==> config.mk <==
export PLATFORM = sky130hd
export DESIGN_NAME = tafir_quant
export DESIGN_NICKNAME = d
export VERILOG_FILES = /design/src/rtl/core/tafir_pkg.sv /design/src/rtl/core/tafir_quant.sv
export SDC_FILE = /design/constraint.sdc
export NUM_CORES = 1
export LEC_CHECK = 0
export BUFFER_PORTS_ARGS = -buffer_cell sky130_fd_sc_hd__buf_2
export CORE_MARGIN = 2
export CORE_UTILIZATION = 52
export CTS_BUF_LIST = sky130_fd_sc_hd__clkbuf_8
export CTS_CLUSTER_SIZE = 16
export DETAILED_ROUTE_END_ITERATION = 6
export HOLD_SLACK_MARGIN = 0.1
export PLACE_DENSITY = 0.88
export SKIP_CTS_REPAIR_TIMING = 1
export SYNTH_ARGS = -nofsm -noshare
export SYNTH_HDL_FRONTEND = slang
export SYNTH_SLANG_ARGS = --single-unit
==> constraint.sdc <==
create_clock -name clk -period 5.1 [get_ports clk]
set_input_delay 1.02 -clock clk [delete_from_list [all_inputs] [get_ports clk]]
set_output_delay 1.02 -clock clk [all_outputs]
set_load 0.005 [all_outputs]
==> src/rtl/core/tafir_pkg.sv <==
// Package for the three-axis low-pass FIR: sizes, the coefficient table and
// the coefficient lookup used by the tap cells. No dependencies.
`timescale 1ns / 1ps
`default_nettype none
package tafir_pkg;

	localparam int TAP_COUNT = 29;
	localparam int COEF_BITS = 16;
	localparam int TABLE_LEN = 29;
	localparam int AXES      = 3;
	localparam int SAMPLE_W  = 16;

	// Product of one sample and one coefficient, and the partial-sum width
	// with growth room for every tap.
	localparam int PROD_W = SAMPLE_W + COEF_BITS;
	localparam int ACC_W  = PROD_W + $clog2(TAP_COUNT);
	localparam int SHIFT  = COEF_BITS - 1;
	localparam int QUOT_W = ACC_W - SHIFT;

	// Published coefficient set rounded to Q1.15.
	localparam int LP_Q15 [TABLE_LEN] = '{
		-59, -62, -66, -55, 0, 126, 348, 675, 1101, 1599, 2125, 2622, 3032, 3301,
		3396,
		3301, 3032, 2622, 2125, 1599, 1101, 675, 348, 126, 0, -55, -66, -62, -59
	};

	// Coefficient of tap k in Q1.(COEF_BITS-1). Finer formats scale exactly,
	// coarser ones round half up; taps past the table are zero.
	function automatic logic signed [COEF_BITS-1:0] coef_at(input int k);
		int c;
		int s;
		int r;
		c = 0;
		if (k >= 0 && k < TABLE_LEN) begin
			c = LP_Q15[k];
			if (COEF_BITS >= 16) begin
				s = COEF_BITS - 16;
				c = c * (1 << s);
			end else begin
				s = 16 - COEF_BITS;
				r = ((c + 32768) + (1 << (s - 1))) >> s;
				c = r - (32768 >> s);
			end
		end
		return COEF_BITS'(c);
	endfunction

endpackage
`default_nettype wire

==> src/rtl/core/tafir_quant.sv <==
// Output register for the three axes: divides each full sum by the
// coefficient scale, truncating toward zero, and saturates to 16 bits.
// Depends on tafir_pkg.
`timescale 1ns / 1ps
`default_nettype none
module tafir_quant (
	input  wire logic                                  clk,
	input  wire logic                                  load,
	input  wire logic signed [tafir_pkg::ACC_W-1:0]    acc [tafir_pkg::AXES],
	output logic signed [tafir_pkg::SAMPLE_W-1:0]      res_q [tafir_pkg::AXES]
);

	localparam int QW = tafir_pkg::QUOT_W;

	logic signed [QW-1:0]                       quot [tafir_pkg::AXES];
	logic signed [tafir_pkg::SAMPLE_W-1:0]      sat  [tafir_pkg::AXES];

	always_comb begin
		for (int a = 0; a < tafir_pkg::AXES; a++) begin
			quot[a] = QW'(acc[a] >>> tafir_pkg::SHIFT);
			// A negative sum with a nonzero fraction rounds up toward zero.
			if (acc[a][tafir_pkg::ACC_W-1] && (|acc[a][tafir_pkg::SHIFT-1:0])) begin
				quot[a] = quot[a] + QW'(1);
			end
			if (quot[a] > $signed(QW'(32767))) begin
				sat[a] = 16'sh7FFF;
			end else if (quot[a] < -$signed(QW'(32768))) begin
				sat[a] = 16'sh8000;
			end else begin
				sat[a] = tafir_pkg::SAMPLE_W'(quot[a]);
			end
		end
	end

	always_ff @(posedge clk) begin
		if (load) begin
			res_q <= sat;
		end
	end

endmodule
`default_nettype wire

==> metrics.cfg, run 1 <==
[logic_synthesis]
post-synth-top-count-cell=edfxtp_1
synthCells=350
ys_seq_elements=48
synth_warnings=0
synth_top_area_frac=0.425
async_reset_ff_frac=0
synth_common_cells=edfxtp_1 (48), nor2_1 (29), o22ai_1 (29), nand3_1 (26), nand2_1 (25)
synth_top_cell_by_area=edfxtp_1
syn_avg_cell_area_um2=9.68
synthFlopType=edfxtp_1
yosys-top-cells-area=edfxtp_1 (43%), xnor2_1 (6.2%), xor2_1 (5.9%)
synth_area_um2=3390
syn_nets=466
synth_cell_types=51
synth_enable_flop_cells=48
yosysSeqAreaShare=0.425

[detailed_routing]
dr_total_vias=3411
first_pass_iters=5
totalWireLength_um=8980
drt_iter0_markers=181
drc_errors=0
drt.antenna.violating_nets=0
wl_per_cell_um=15.4
viasPerCell=5.86

[floorplanning]
start_util=0.537
core_um2=6310
fp-row-count=29
ios=161
die-height_um=84.7
die_area_um2=7180
die-width_um=84.7

[global_route]
grt_antenna_before_repair=0
grt_pass1_vias=3241
grt_max_degree=49
track_usage=0.247
grt-ovfl-total=0
grt_pass1_wl_um=14700

[finish]
top_register=res_q
stdcell_count=582
largest_registers=res_q: 48 flops
drive_above_1_share=0.354
final_nets=620
antennaDiodeCount=0
area_growth_pct=26.6
largest_register_ffs=48
fin_util=0.680

[run_status]
outcome=finished clean

[timing]
setup_violations=0
finalCritPeriodShare=0.719
hold_viol=0
period_minus_slack_ns=3.67
fmax_mhz=273
rsz0062_at_grt=false
slew_headroom=0.276
setup_tns_ns=0
worst_pin_slew_ns=1.09
report.final.slew_viol_count=0

[run]
maxCapViolCount=0

[pwr]
powerDensity_nw_per_um2=213
ir_drop_uv=134
p_clk_frac=0.249
p_comb_frac=0.222
p_sw_uw=251
pwr-share-seq=0.529
internal-power_uw=662
power.leakage_uw=0.00169
switching_share=0.275

[clock_network]
clk_pin_slew_ns=0.09
cts.path.max_buffers=2
cts-root-buf=clkbuf_8
numCtsBuffers=5
h-tree-depth=2
clock_sinks=48
cts_tree=built

[placement]
port_buffers=160
dp.cells=574
post-dp-hpwl_um=7140
gp_congestion=0.876

[setup_path]
startpoint_type=input pin
worst_ep_required_time_ns=5.12
worst_setup_path_end_kind=flop
worstPathMaxFanout=17
arrival_ns=3.68
path_class=in2reg

[worst_hold_path]
min_path_cells=3
holdPathEnd=res_q[36]
hold_class=in2reg
hold_start=acc[93]

-- layer usage --
layer | vias up | share of wire | global-route usage
met4 | 0 | 0.031 | 0.0880
met1 | 1549 | 0.39 | 0.309
li1 | 1669 | - | -
met5 | - | 0 | 0
met3 | 25 | 0.072 | 0.0364
met2 | 168 | 0.51 | 0.435
-- worst max path at each step --
stage	from	endpoint	slack (ns)	cells after the start
after floorplan	acc[39]	res_q[22]	1.89	8
after global placement	acc[39]	res_q[28]	1.28	7
after detailed placement	acc[39]	res_q[19]	1.11	7
after CTS	acc[39]	res_q[19]	1.43	7
after global routing	acc[39]	res_q[26]	1.23	7
final	acc[39]	res_q[19]	1.43	7
-- per-stage QoR --
step	area, um^2	setup slack (ns)	total power (uW)	hold slack, ns
6_report	4290	1.43	913	1.11
5_1_grt	4290	1.23	956	1.12
4_1_cts	4290	1.43	915	1.10
3_5_place_dp	4200	1.11	694	1.41
3_3_place_gp	4200	1.28	685	1.40
2_1_floorplan	3390	1.89	577	1.13
-- worst max-delay path, cell delays in order --
cell and delay, ns:
buf_2 0.10, or4_4 0.54, o41a_1 0.54, nand4_1 0.22, o21a_1 0.50, o31a_1 0.57, o22ai_1 0.19
-- logic make-up (layout without fill, tap and decap cells) --
kind of cell | after synthesis | after routing | synth area share
mux | 6 | 6 | 0.0177
simple gates | 153 | 153 | 0.240
fa+ha+maj | 3 | 3 | 0.0111
xor+xnor | 47 | 47 | 0.121
flops | 48 | 48 | 0.425
buf+inv | 22 | 177 | 0.0347
compound gates | 71 | 71 | 0.150
-- power by group through the flow --
| stage | Sequential, uW | Clock, uW | Combinational (uW) |
|---|---|---|---|
| final | 483 | 227 | 203 |
| after global routing | 486 | 247 | 223 |
| after CTS | 484 | 229 | 202 |
| after detailed placement | 493 | 0 | 202 |
| after global placement | 491 | 0 | 194 |
| after floorplan | 498 | 0 | 79.3 |
-- cell usage in the layout (no fill, tap or decap), types with 2 or more instances in the layout --
cell type / count
o41ai_1: 2
buf_2: 160
nor2_1: 29
nor4_1: 10
or4_1: 3
xor2_1: 23
mux2i_1: 6
nand4_1: 22
o41a_1: 2
nand3_1: 26
nand2_1: 25
o21ai_0: 16
inv_1: 9
o21a_1: 3
or3_1: 2
nor3_1: 13
clkbuf_8: 5
nor3b_1: 4
o22ai_1: 29
edfxtp_1: 48
o211ai_1: 3
and3_1: 5
o31a_1: 2
ha_1: 3
or4_4: 2
clkinvlp_4: 2
o21bai_1: 2
o211a_1: 2
and2_1: 2
xnor2_1: 24
-- final cells by class --
type | count | area (um^2)
multi-input combinational | 280 | 1830
clock buffer | 5 | 68.8
tap | 77 | 96.3
fill | 494 | 2020
sequential | 48 | 1440
timing repair buffer | 160 | 801
inverter | 9 | 33.8
clock inverter | 3 | 18.8
Note: power is estimated with default switching activity, not from simulation.
==> inputs of run 2 (changes only) <==
--- a/config.mk
+++ b/config.mk
@@ -7,12 +7,12 @@
 export LEC_CHECK = 0
 export BUFFER_PORTS_ARGS = -buffer_cell sky130_fd_sc_hd__buf_2
 export CORE_MARGIN = 2
-export CORE_UTILIZATION = 52
+export CORE_UTILIZATION = 44
 export CTS_BUF_LIST = sky130_fd_sc_hd__clkbuf_8
 export CTS_CLUSTER_SIZE = 16
 export DETAILED_ROUTE_END_ITERATION = 6
 export HOLD_SLACK_MARGIN = 0.1
-export PLACE_DENSITY = 0.88
+export PLACE_DENSITY = 0.8
 export SKIP_CTS_REPAIR_TIMING = 1
 export SYNTH_ARGS = -nofsm -noshare
 export SYNTH_HDL_FRONTEND = slang
==> constraint.sdc (replaced) <==
create_clock -name clk -period 2.9 [get_ports clk]
set_input_delay 0.58 -clock clk [delete_from_list [all_inputs] [get_ports clk]]
set_output_delay 0.58 -clock clk [all_outputs]
set_load 0.005 [all_outputs]
==> run 2 against run 1 <==
  * Count of clock-buffer cells in the layout unchanged
  * Critical path depth increased by 1
  * Combinational power increased by 81%
  * First-iteration DRC count increased by 1.7%
  * Sequential power increased by 75%
  * Worst setup slack got worse by 1.1 ns
  * Power increased by 84%
  * Global-route usage decreased by 4.4 points
  * Non-clock buffer count increased by 15
  * Routed wire length decreased by 2.2%
  * Sequential share of layout area decreased by 1.4 points
  * Highest routed layer unchanged
  * Clock power increased by 100%
==> metrics.cfg, run 2 (synthesis gave the netlist of run 1 again) <==
[finish]
area_growth_pct=32.2
top_register=res_q
largest_registers=res_q: 48 flops
mostFrequentLayoutCells=buf_2 (160), edfxtp_1 (48), nor2_1 (29), o22ai_1 (29), nand3_1 (26)
drive_above_1_share=0.373
fillCellCount=698
final_nets=635
final_common_cell=buf_2
antennaDiodeCount=0
largest_register_ffs=48

[floorplanning]
die-width_um=91.8
start_util=0.446
fp-row-count=32
ios=161
die-height_um=91.8
die_area_um2=8420
core_um2=7610

[clock_network]
numCtsBuffers=5
cts.path.max_buffers=2
clk_pin_slew_ns=0.08
cts-root-buf=clkbuf_8
clock_sinks=48
cts_tree=built
h-tree-depth=2

[run]
maxCapViolCount=0

[placement]
dp_slack_ns=-0.0195
post-dp-hpwl_um=7160
gp_congestion=0.857
port_buffers=160

[setup_path]
crit_chain=buf_2 -> or4_4 -> o41a_1 -> nand4_1 -> xnor2_1 -> a221oi_4 -> buf_12 -> o22ai_1
worst_ep_required_time_ns=2.94
worst_setup_path_end_kind=flop
slowest_delay_ns=0.54
cpMaxStageDelayCell=o41a_1
path_class=in2reg
worstPathMaxFanout=15
startpoint_type=input pin
path_buf_inv=2
arrival_ns=2.65
crit_family=compound AO/OA/AOI/OAI gates

[global_route]
grt_antenna_before_repair=0
track_usage=0.203
grt-ovfl-total=0
grt_pass1_wl_um=14000
grt_max_degree=29
grt_pass1_vias=3092

[detailed_routing]
drc_errors=0
wl_per_cell_um=14.1
viasPerCell=5.45
dr_total_vias=3389
drt_iter0_markers=184
first_pass_iters=4
totalWireLength_um=8780
drt.antenna.violating_nets=0

[timing]
setup_ws_ns=0.294
period_minus_slack_ns=2.61
slew_headroom=0.673
setup_tns_ns=0
worst_pin_slew_ns=0.491
report.final.slew_viol_count=0
rsz0062_at_grt=false
finalCritPeriodShare=0.899
hold_viol=0
fmax_mhz=384
setup_violations=0

[pwr]
power.leakage_uw=0.00179
powerDensity_nw_per_um2=375
ir_drop_uv=181

[worst_hold_path]
hold_class=in2reg

[run_status]
outcome=finished clean

run 2: through the flow:
step / total power, uW / std cells / hold WS [ns] / util / area, um^2
finish: 1680 / 622 / 0.676 / 0.589 / 4480
global route: 1760 / 622 / 0.682 / 0.589 / 4480
CTS: 1690 / 622 / 0.668 / 0.589 / 4480
detailed placement: 1230 / 614 / 0.970 / 0.575 / 4370
global placement: 1220 / 614 / 0.962 / 0.575 / 4370
floorplan: 1010 / 350 / 0.692 / - / 3390
run 2: final timing paths:
| kind | from | end | slack (ns) | cells past startpoint |
|---|---|---|---|---|
| worst max-delay path | acc[39] | res_q[20] | 0.29 | 8 |
| worst min-delay path | acc[63] | res_q[27] | 0.68 | 3 |
run 2: cell type report:
cell class,count,area [um^2],area share
Clock buffer,5,68.8,0.0154
Inverter,9,33.8,0.00754
Sequential cell,48,1440,0.322
Multi-Input combinational cell,280,1830,0.409
Tap cell,102,128,0.0285
Clock inverter,3,38.8,0.00866
Timing Repair Buffer,175,938,0.209
run 2: metal layers:
| metal | up-vias | routed length (um) | GRT usage |
|---|---|---|---|
| li1 | 1699 | - | - |
| met1 | 1524 | 3530 | 0.246 |
| met2 | 147 | 4430 | 0.372 |
| met3 | 19 | 583 | 0.0197 |
| met4 | 0 | 235 | 0.0784 |
| met5 | - | 0 | 0 |
run 2: power by group:
group | internal, uW | total (uW) | leakage (uW) | switching, uW
registers | 834 | 847 | 0.000474 | 12.8
logic | 172 | 367 | 0.00126 | 195
clock network | 252 | 464 | 0.0000593 | 211
