`src/rtl/core/tafir_pkg.sv`:
```
// Package for the three-axis low-pass FIR: sizes, the coefficient table and
// the coefficient lookup used by the tap cells. No dependencies.
`timescale 1ns / 1ps
`default_nettype none
package tafir_pkg;

	localparam int TAP_COUNT = 29;
	localparam int COEF_BITS = 16;
	localparam int TABLE_LEN = 29;
	localparam int AXES      = 3;
	localparam int SAMPLE_W  = 16;

	// Product of one sample and one coefficient, and the partial-sum width
	// with growth room for every tap.
	localparam int PROD_W = SAMPLE_W + COEF_BITS;
	localparam int ACC_W  = PROD_W + $clog2(TAP_COUNT);
	localparam int SHIFT  = COEF_BITS - 1;
	localparam int QUOT_W = ACC_W - SHIFT;

	// Published coefficient set rounded to Q1.15.
	localparam int LP_Q15 [TABLE_LEN] = '{
		-59, -62, -66, -55, 0, 126, 348, 675, 1101, 1599, 2125, 2622, 3032, 3301,
		3396,
		3301, 3032, 2622, 2125, 1599, 1101, 675, 348, 126, 0, -55, -66, -62, -59
	};

	// Coefficient of tap k in Q1.(COEF_BITS-1). Finer formats scale exactly,
	// coarser ones round half up; taps past the table are zero.
	function automatic logic signed [COEF_BITS-1:0] coef_at(input int k);
		int c;
		int s;
		int r;
		c = 0;
		if (k >= 0 && k < TABLE_LEN) begin
			c = LP_Q15[k];
			if (COEF_BITS >= 16) begin
				s = COEF_BITS - 16;
				c = c * (1 << s);
			end else begin
				s = 16 - COEF_BITS;
				r = ((c + 32768) + (1 << (s - 1))) >> s;
				c = r - (32768 >> s);
			end
		end
		return COEF_BITS'(c);
	endfunction

endpackage
`default_nettype wire

```
`src/rtl/core/tafir_cell.sv`:
```
// One tap of a transposed FIR chain: multiplies the sample by its coefficient
// and adds the partial sum handed over by its neighbor. Depends on tafir_pkg.
`timescale 1ns / 1ps
`default_nettype none
module tafir_cell (
	input  wire logic                                  clk,
	input  wire logic                                  arst_n,
	input  wire logic                                  en,
	input  wire logic signed [tafir_pkg::SAMPLE_W-1:0] sample,
	input  wire logic signed [tafir_pkg::COEF_BITS-1:0] coef,
	input  wire logic signed [tafir_pkg::ACC_W-1:0]    sum_in,
	output logic signed [tafir_pkg::ACC_W-1:0]         sum_q
);

	logic signed [tafir_pkg::PROD_W-1:0] prod;

	assign prod = coef * sample;

	// The partial sums are the filter state, so reset clears them to match
	// an all-zero sample history.
	always_ff @(posedge clk or negedge arst_n) begin
		if (!arst_n) begin
			sum_q <= '0;
		end else if (en) begin
			sum_q <= tafir_pkg::ACC_W'(prod) + sum_in;
		end
	end

endmodule
`default_nettype wire

```
`config.mk`:
```
export PLATFORM = sky130hd
export DESIGN_NAME = tafir_cell
export DESIGN_NICKNAME = d
export VERILOG_FILES = /design/src/rtl/core/tafir_pkg.sv /design/src/rtl/core/tafir_cell.sv
export SDC_FILE = /design/constraint.sdc
export NUM_CORES = 1
export LEC_CHECK = 0
export CORE_MARGIN = 8
export CORE_UTILIZATION = 45
export CTS_CLUSTER_DIAMETER = 40
export DETAILED_ROUTE_END_ITERATION = 8
export DONT_BUFFER_PORTS = 1
export SYNTH_ARGS = -nofsm -noshare
export SYNTH_HDL_FRONTEND = slang
export SYNTH_SLANG_ARGS = --single-unit
```
`constraint.sdc`:
```
create_clock -name clk -period 1.41 [get_ports clk]
set_input_delay 0.282 -clock clk [delete_from_list [all_inputs] [get_ports clk]]
set_output_delay 0.282 -clock clk [all_outputs]
set_load 0.05 [all_outputs]
```
==> reports/summary.txt, run 1 <==
Die Area: 35280 µm²
Mux cell area share after synthesis: 2.025%
Final wirelength: 33570 µm
Critical Path AT: 5.63 ns
Most frequent cell after synthesis: inv_1
Status: finished with violations
Area Overhead vs Synth: 23.59%
Max incr delay on CP: 0.56 ns
Syn Inst Count: 1404
Drt drc: 0
Most flop-heavy register: sum_q
Distinct cells, synth: 62
Critical path, cell by cell: nand2_8, fa_1, inv_2, fa_1, inv_2, fa_1, inv_2, fa_2, inv_2, fa_2, inv_2, fa_1, ha_4, a21oi_4, o221ai_2, a211o_1, a21oi_4, nor4_4, o311a_1, o41a_1, o211ai_1
Die Span Y: 187.8 µm
Routed Antenna Nets: 0
Placed inst area: 15290 µm²
Row cnt: 63
Clock slew at reported path FFs: 0.06 ns
Fin. max-slew vios: 0
CTS Sinks: 37
Max Fanout on Critical Path: 16
Initial Util: 45.31%
Crit share post-route: 385.1%
Core Area: 29320 µm²
Final cell count without fillers: 1922
CTS tree: yes
Fill cells: 2601
Fraction of layout cells with a size suffix above 1: 26.76%
Hold slack: 0.1420 ns
FF-to-FF Start: sum_q[7]$_DFFE_PN0P_
Top cell type by total area after synthesis: fa_1
Max reg flops: 37
Ports: 109
Num CTS Buffers: 5
Compound-Gate Fraction of Synth Area: 5.962%
Drt first pass iters: 4
Gr ovfl total: 0
CP most frequent cell: inv_2
Pre-CTS WS: -4.378 ns
Worst Tran Pin Value: 0.5274 ns
Top flop regs: sum_q x37
Hold WC Path Type: in -> reg
Clk_lat worst skew: 0.28 ns
ANT cells: 0
Avg WL per Cell: 17.46 µm
Via Count: 9640
CP max stage cell: fa_2
RSZ-0062 raised after global routing: true
Max Clk Rate: 0.1842 GHz
Post-synth EDFFs: 0
Die width: 187.8 µm
Worst setup path end: sum_q[35]$_DFFE_PN0P_
Worst EP required: 1.61 ns
Post-synthesis sequential area ratio: 6.969%
XOR/XNOR Fraction of Synth Area: 1.912%
Main combinational cell family by area after synthesis: adder cells
Largest net degree at the start of global routing: 45
Most instantiated cells after synthesis: inv_1, fa_1, nand2_1
First-pass GRT wire length: 56610 µm
Max Cap Viol: 0
R2R setup slack: 0.35 ns
Simple-gate share of the synthesized area: 12.54%
Nets@finish: 2030
YS warnings: 0
Vias in the first global route: 11176
Ys async rst share: 100.0%
H-tree depth: 2
HPWL Detailed: 28670 µm
Antenna violations before repair: 1
Yosys reg bits: 37
Synth top area cells: fa_1, inv_1, ha_1
Final RePlAce weighted congestion: 0.8551
Share of the synthesized area in the top cell type: 47.92%
Syn Nets: 1903
Syn Area/Cell: 9.462 µm²
Hold Violations, Final: 0
Clk_skew: 0 ns
Final worst slack: -4.020 ns
Crit Path Category: in -> reg
DR vias/cell: 5.016
Final Setup Violations: 35
DR iter-0 viols: 319
Worst R2R Path Depth: 1
PortBufs: 0
CTS root buf: clkbuf_16
Final instance area: 16420 µm²
Post-Synth Adder-Cell Area: 58.18%
All-layer global routing usage: 20.06%
CP Launch Point: sample[7]
Post-synth top flop: dfrtp_1
Worst R2R End: sum_q[7]$_DFFE_PN0P_
Post-Syn Area: 13290 µm²
Min-Delay Path Depth: 1
Max clock buf depth: 2
Placed insts: 1894
Min Tclk post-route: 5.430 ns
Kind of end point of the critical path: register
Failing checks: setup timing
Relative slew slack: 64.84%
Setup crit start kind: input pin
-- placed cells by master (no fill, tap or decap), drive strengths merged, types with 8 or more instances in the layout --
master,count
inv,391
fa,318
buf,164
nand2,155
ha,109
and2,105
dfrtp,37
a21oi,30
nor2,26
mux2,23
xnor2,21
o21ai,17
o211ai,9
xor2,8
o2111ai,8
nor2b,8
-- through the flow --
step	TNS, ns	util, %
floorplan	-117.05	-
global placement	-124.20	52.15
detailed placement	-125.34	52.15
CTS	-112.71	54.47
global route	-118.64	56.00
finish	-113.08	56.00
-- repair_timing --
item                                    4_1_cts  5_1_grt
endpoints found under the hold margin        37        0
cloned                                        0        0
pin swaps                                    69      101
setup buffers                                11       14
hold buffers                                  2        0
gates resized for setup                      89       90
endpoints found under the setup margin       35       35
-- logic make-up (layout without fill, tap and decap cells) --
logic type | count (synthesis) | count (layout)
xor gates and xnor gates | 29 | 29
muxes | 24 | 24
adders and majority gates | 427 | 427
and+or+nand+nor | 338 | 338
AOI/OAI and AO/OA | 112 | 112
buffers and inverters | 437 | 565
DFF | 37 | 37
-- critical path: cells and delay by family --
kind / cells / cell delay (ns)
adder cells (fa/ha/maj): 7 / 3.41
buffers and inverters: 5 / 0.20
AO/OA/AOI/OAI: 7 / 1.59
AND/OR/NAND/NOR: 2 / 0.12
-- cell type report --
| type | instances | area, µm² | share of cell area (%) |
|---|---|---|---|
| inverter | 392 | 1480 | 9.015 |
| tap | 390 | 488.0 | 2.972 |
| timing repair buffer | 165 | 1359 | 8.276 |
| clock inverter | 3 | 65.06 | 0.3963 |
| sequential | 37 | 925.9 | 5.639 |
| multi-input combinational | 930 | 11980 | 72.94 |
| clock buffer | 5 | 125.1 | 0.7620 |
-- layer usage --
| layer | GRT usage, % | wire length (µm) | share of wire [%] |
|---|---|---|---|
| met5 | 0 | 13 | 0.039 |
| met4 | 4.455 | 815 | 2.4 |
| met3 | 2.712 | 1283 | 3.8 |
| met2 | 39.74 | 19040 | 57 |
| met1 | 22.16 | 12410 | 37 |
-- worst min path at each step --
stage            from                     to
2_1_floorplan  arst_n   sum_q[0]$_DFFE_PN0P_
3_3_place_gp   arst_n   sum_q[2]$_DFFE_PN0P_
3_5_place_dp   arst_n   sum_q[2]$_DFFE_PN0P_
4_1_cts            en  sum_q[25]$_DFFE_PN0P_
5_1_grt            en  sum_q[17]$_DFFE_PN0P_
6_report           en  sum_q[17]$_DFFE_PN0P_
Power of run 1 is not shown: default switching activity piles up to over one toggle a cycle in this logic, so the estimate is an artifact.
==> run 2: changes to the inputs <==
--- a/config.mk
+++ b/config.mk
@@ -5,7 +5,7 @@
 export SDC_FILE = /design/constraint.sdc
 export NUM_CORES = 1
 export LEC_CHECK = 0
-export CORE_MARGIN = 8
+export CORE_MARGIN = 5
 export CORE_UTILIZATION = 45
 export CTS_CLUSTER_DIAMETER = 40
 export DETAILED_ROUTE_END_ITERATION = 8
==> run 2 against run 1 <==
The flow still finishes with violations (setup timing). Critical path depth is the same. Routed wire length shrank 0.79%. Clock skew is the same. Fmax grew 0.34%. Register-to-register slack gained 0.02 ns. Final cell count shrank 0.21%. Final area shrank 0.20%. First-iteration DRC count shrank 2.5%. Sequential share of layout area is essentially flat.
==> reports/summary.txt, run 2 (synthesis gave the netlist of run 1 again) <==
CTS Sinks: 37 (unchanged)
Drt drc: 0 (unchanged)
Relative slew slack: 59.26% (-5.6 points)
DR iter-0 viols: 311 (-2.5%)
Hold Violations, Final: 0 (unchanged)
Commonest non-fill, non-tap cells in the layout: inv_1, fa_1, nand2_1
Max reg flops: 37 (unchanged)
Crit Path Category: in -> reg
Die Area: 33060 µm² (-6.3%)
Nets@finish: 2024 (-0.30%)
Row cnt: 63 (unchanged)
Area Overhead vs Synth: 23.35%
CTS tree: yes
Top flop regs: sum_q x37
Critical Path AT: 5.55 ns (-0.08 ns)
Vias in the first global route: 11364 (+1.7%)
Clk_lat worst skew: 0.28 ns (about the same)
HPWL Detailed: 28150 µm (-1.8%)
Worst EP required: 1.54 ns (-0.07 ns)
Hold_sp: en
Setup crit start kind: input pin
Worst Tran Pin Value: 0.6074 ns (+0.08005 ns)
R2R setup slack: 0.37 ns (+0.02 ns)
Worst R2R End: sum_q[5]$_DFFE_PN0P_
Drt first pass iters: 4 (unchanged)
CTS root buf: clkbuf_16
Failing checks: setup timing
Max clock buf depth: 2 (unchanged)
Hold WC Path Type: in -> reg
RSZ-0062 raised after global routing: true
Max Clk Rate: 0.1848 GHz (+0.34%)
Clk_skew: 0 ns (unchanged)
H-tree depth: 2 (unchanged)
Fraction of layout cells with a size suffix above 1: 26.21% (-0.55 points)
Fin. max-slew vios: 0 (unchanged)
PortBufs: 0 (unchanged)
Final Setup Violations: 35 (unchanged)
Final RePlAce weighted congestion: 0.8630 (+0.92%)
Max Fanout on Critical Path: 16 (unchanged)
Setup TNS: -111.34 ns (+1.742 ns)
Routed Antenna Nets: 0 (unchanged)
Most flop-heavy register: sum_q
Pre-CTS WS: -4.382 ns (-0.004560 ns)
Worst R2R Path Depth: 1 (unchanged)
Core Area: 29400 µm² (+0.27%)
Status: finished with violations
First-pass GRT wire length: 56580 µm (about the same)
Largest net degree at the start of global routing: 45 (unchanged)
Crit share post-route: 383.8% (-1.3 points)
Ports: 109 (unchanged)
Die width: 181.8 µm (-3.2%)
Gr ovfl total: 0 (unchanged)
CP Launch Point: coef[15]
Via Count: 9679 (+0.40%)
Kind of end point of the critical path: register
Avg WL per Cell: 17.36 µm (-0.58%)
Max Cap Viol: 0 (unchanged)
Final worst slack: -4.002 ns (+0.01833 ns)
Die Span Y: 181.8 µm (-3.2%)
Worst setup path end: sum_q[36]$_DFFE_PN0P_
Antenna violations before repair: 3 (+2)
Final wirelength: 33300 µm (-0.79%)
Clock slew at reported path FFs: 0.05 ns (about the same)
Commonest non-fill, non-tap cell in the layout: inv_1
DR vias/cell: 5.046 (+0.61%)
FF-to-FF Start: sum_q[5]$_DFFE_PN0P_
All-layer global routing usage: 21.33% (+1.3 points)
Initial Util: 45.18% (-0.12 points)
Num CTS Buffers: 5 (unchanged)
Min Tclk post-route: 5.412 ns (-0.01833 ns)
-- run 2: timing repair --
action / CTS / global route
setup endpoints to repair: 35 / 35
pin swaps: 86 / 35
endpoints found under the hold margin: 37 / 0
setup buffers: 15 / 13
hold buffers: 2 / 0
resized for setup: 117 / 84
-- run 2: layout make-up --
class	count	area, µm²
fill	2605	13020
multi-input combinational	930	12000
inverter	392	1485
timing repair buffer	159	1348
sequential	37	925.9
tap	390	488.0
clock buffer	6	128.9
clock inverter	2	10.01
antenna	2	5.005
-- run 2: how the worst min path moves through the flow --
stage | cells after the start | to | slack, ns
finish | 1 | sum_q[17]$_DFFE_PN0P_ | 0.15
global route | 1 | sum_q[17]$_DFFE_PN0P_ | 0.14
CTS | 1 | sum_q[17]$_DFFE_PN0P_ | 0.13
detailed placement | 0 | sum_q[0]$_DFFE_PN0P_ | -0.01
global placement | 0 | sum_q[0]$_DFFE_PN0P_ | -0.01
floorplan | 0 | sum_q[0]$_DFFE_PN0P_ | -0.01
-- run 2: critical path: stages --
cell,delay (ns)
nand2_8,0.07
inv_4,0.03
fa_2,0.54
fa_2,0.68
inv_4,0.08
buf_12,0.13
fa_2,0.58
inv_2,0.05
fa_1,0.46
fa_1,0.51
inv_2,0.04
fa_1,0.49
inv_2,0.05
ha_4,0.22
and3_4,0.19
and3_4,0.17
a32o_2,0.23
nor2_4,0.15
o211ai_2,0.13
o311ai_1,0.29
o221ai_1,0.18
-- run 2: routing by layer --
layer  up-vias  global-route usage (%)  wire length [µm]
met1      4998                   24.10             12010
met5         -                       0                21
met3        69                   2.804              1340
met2       205                   41.76             18770
met4         4                   5.764              1161
li1       4403                       -                 -
-- run 2: through the flow --
step | utilization [%] | instance area [µm²] | hold slack (ns) | cells
finish | 55.73 | 16390 | 0.1486 | 1918
global route | 55.73 | 16380 | 0.1363 | 1917
CTS | 54.55 | 16040 | 0.1308 | 1911
detailed placement | 51.90 | 15260 | -0.01284 | 1888
global placement | 51.90 | 15260 | -0.01281 | 1888
floorplan | - | 14230 | -0.01359 | 1404
Power of run 2 is left out for the same reason.
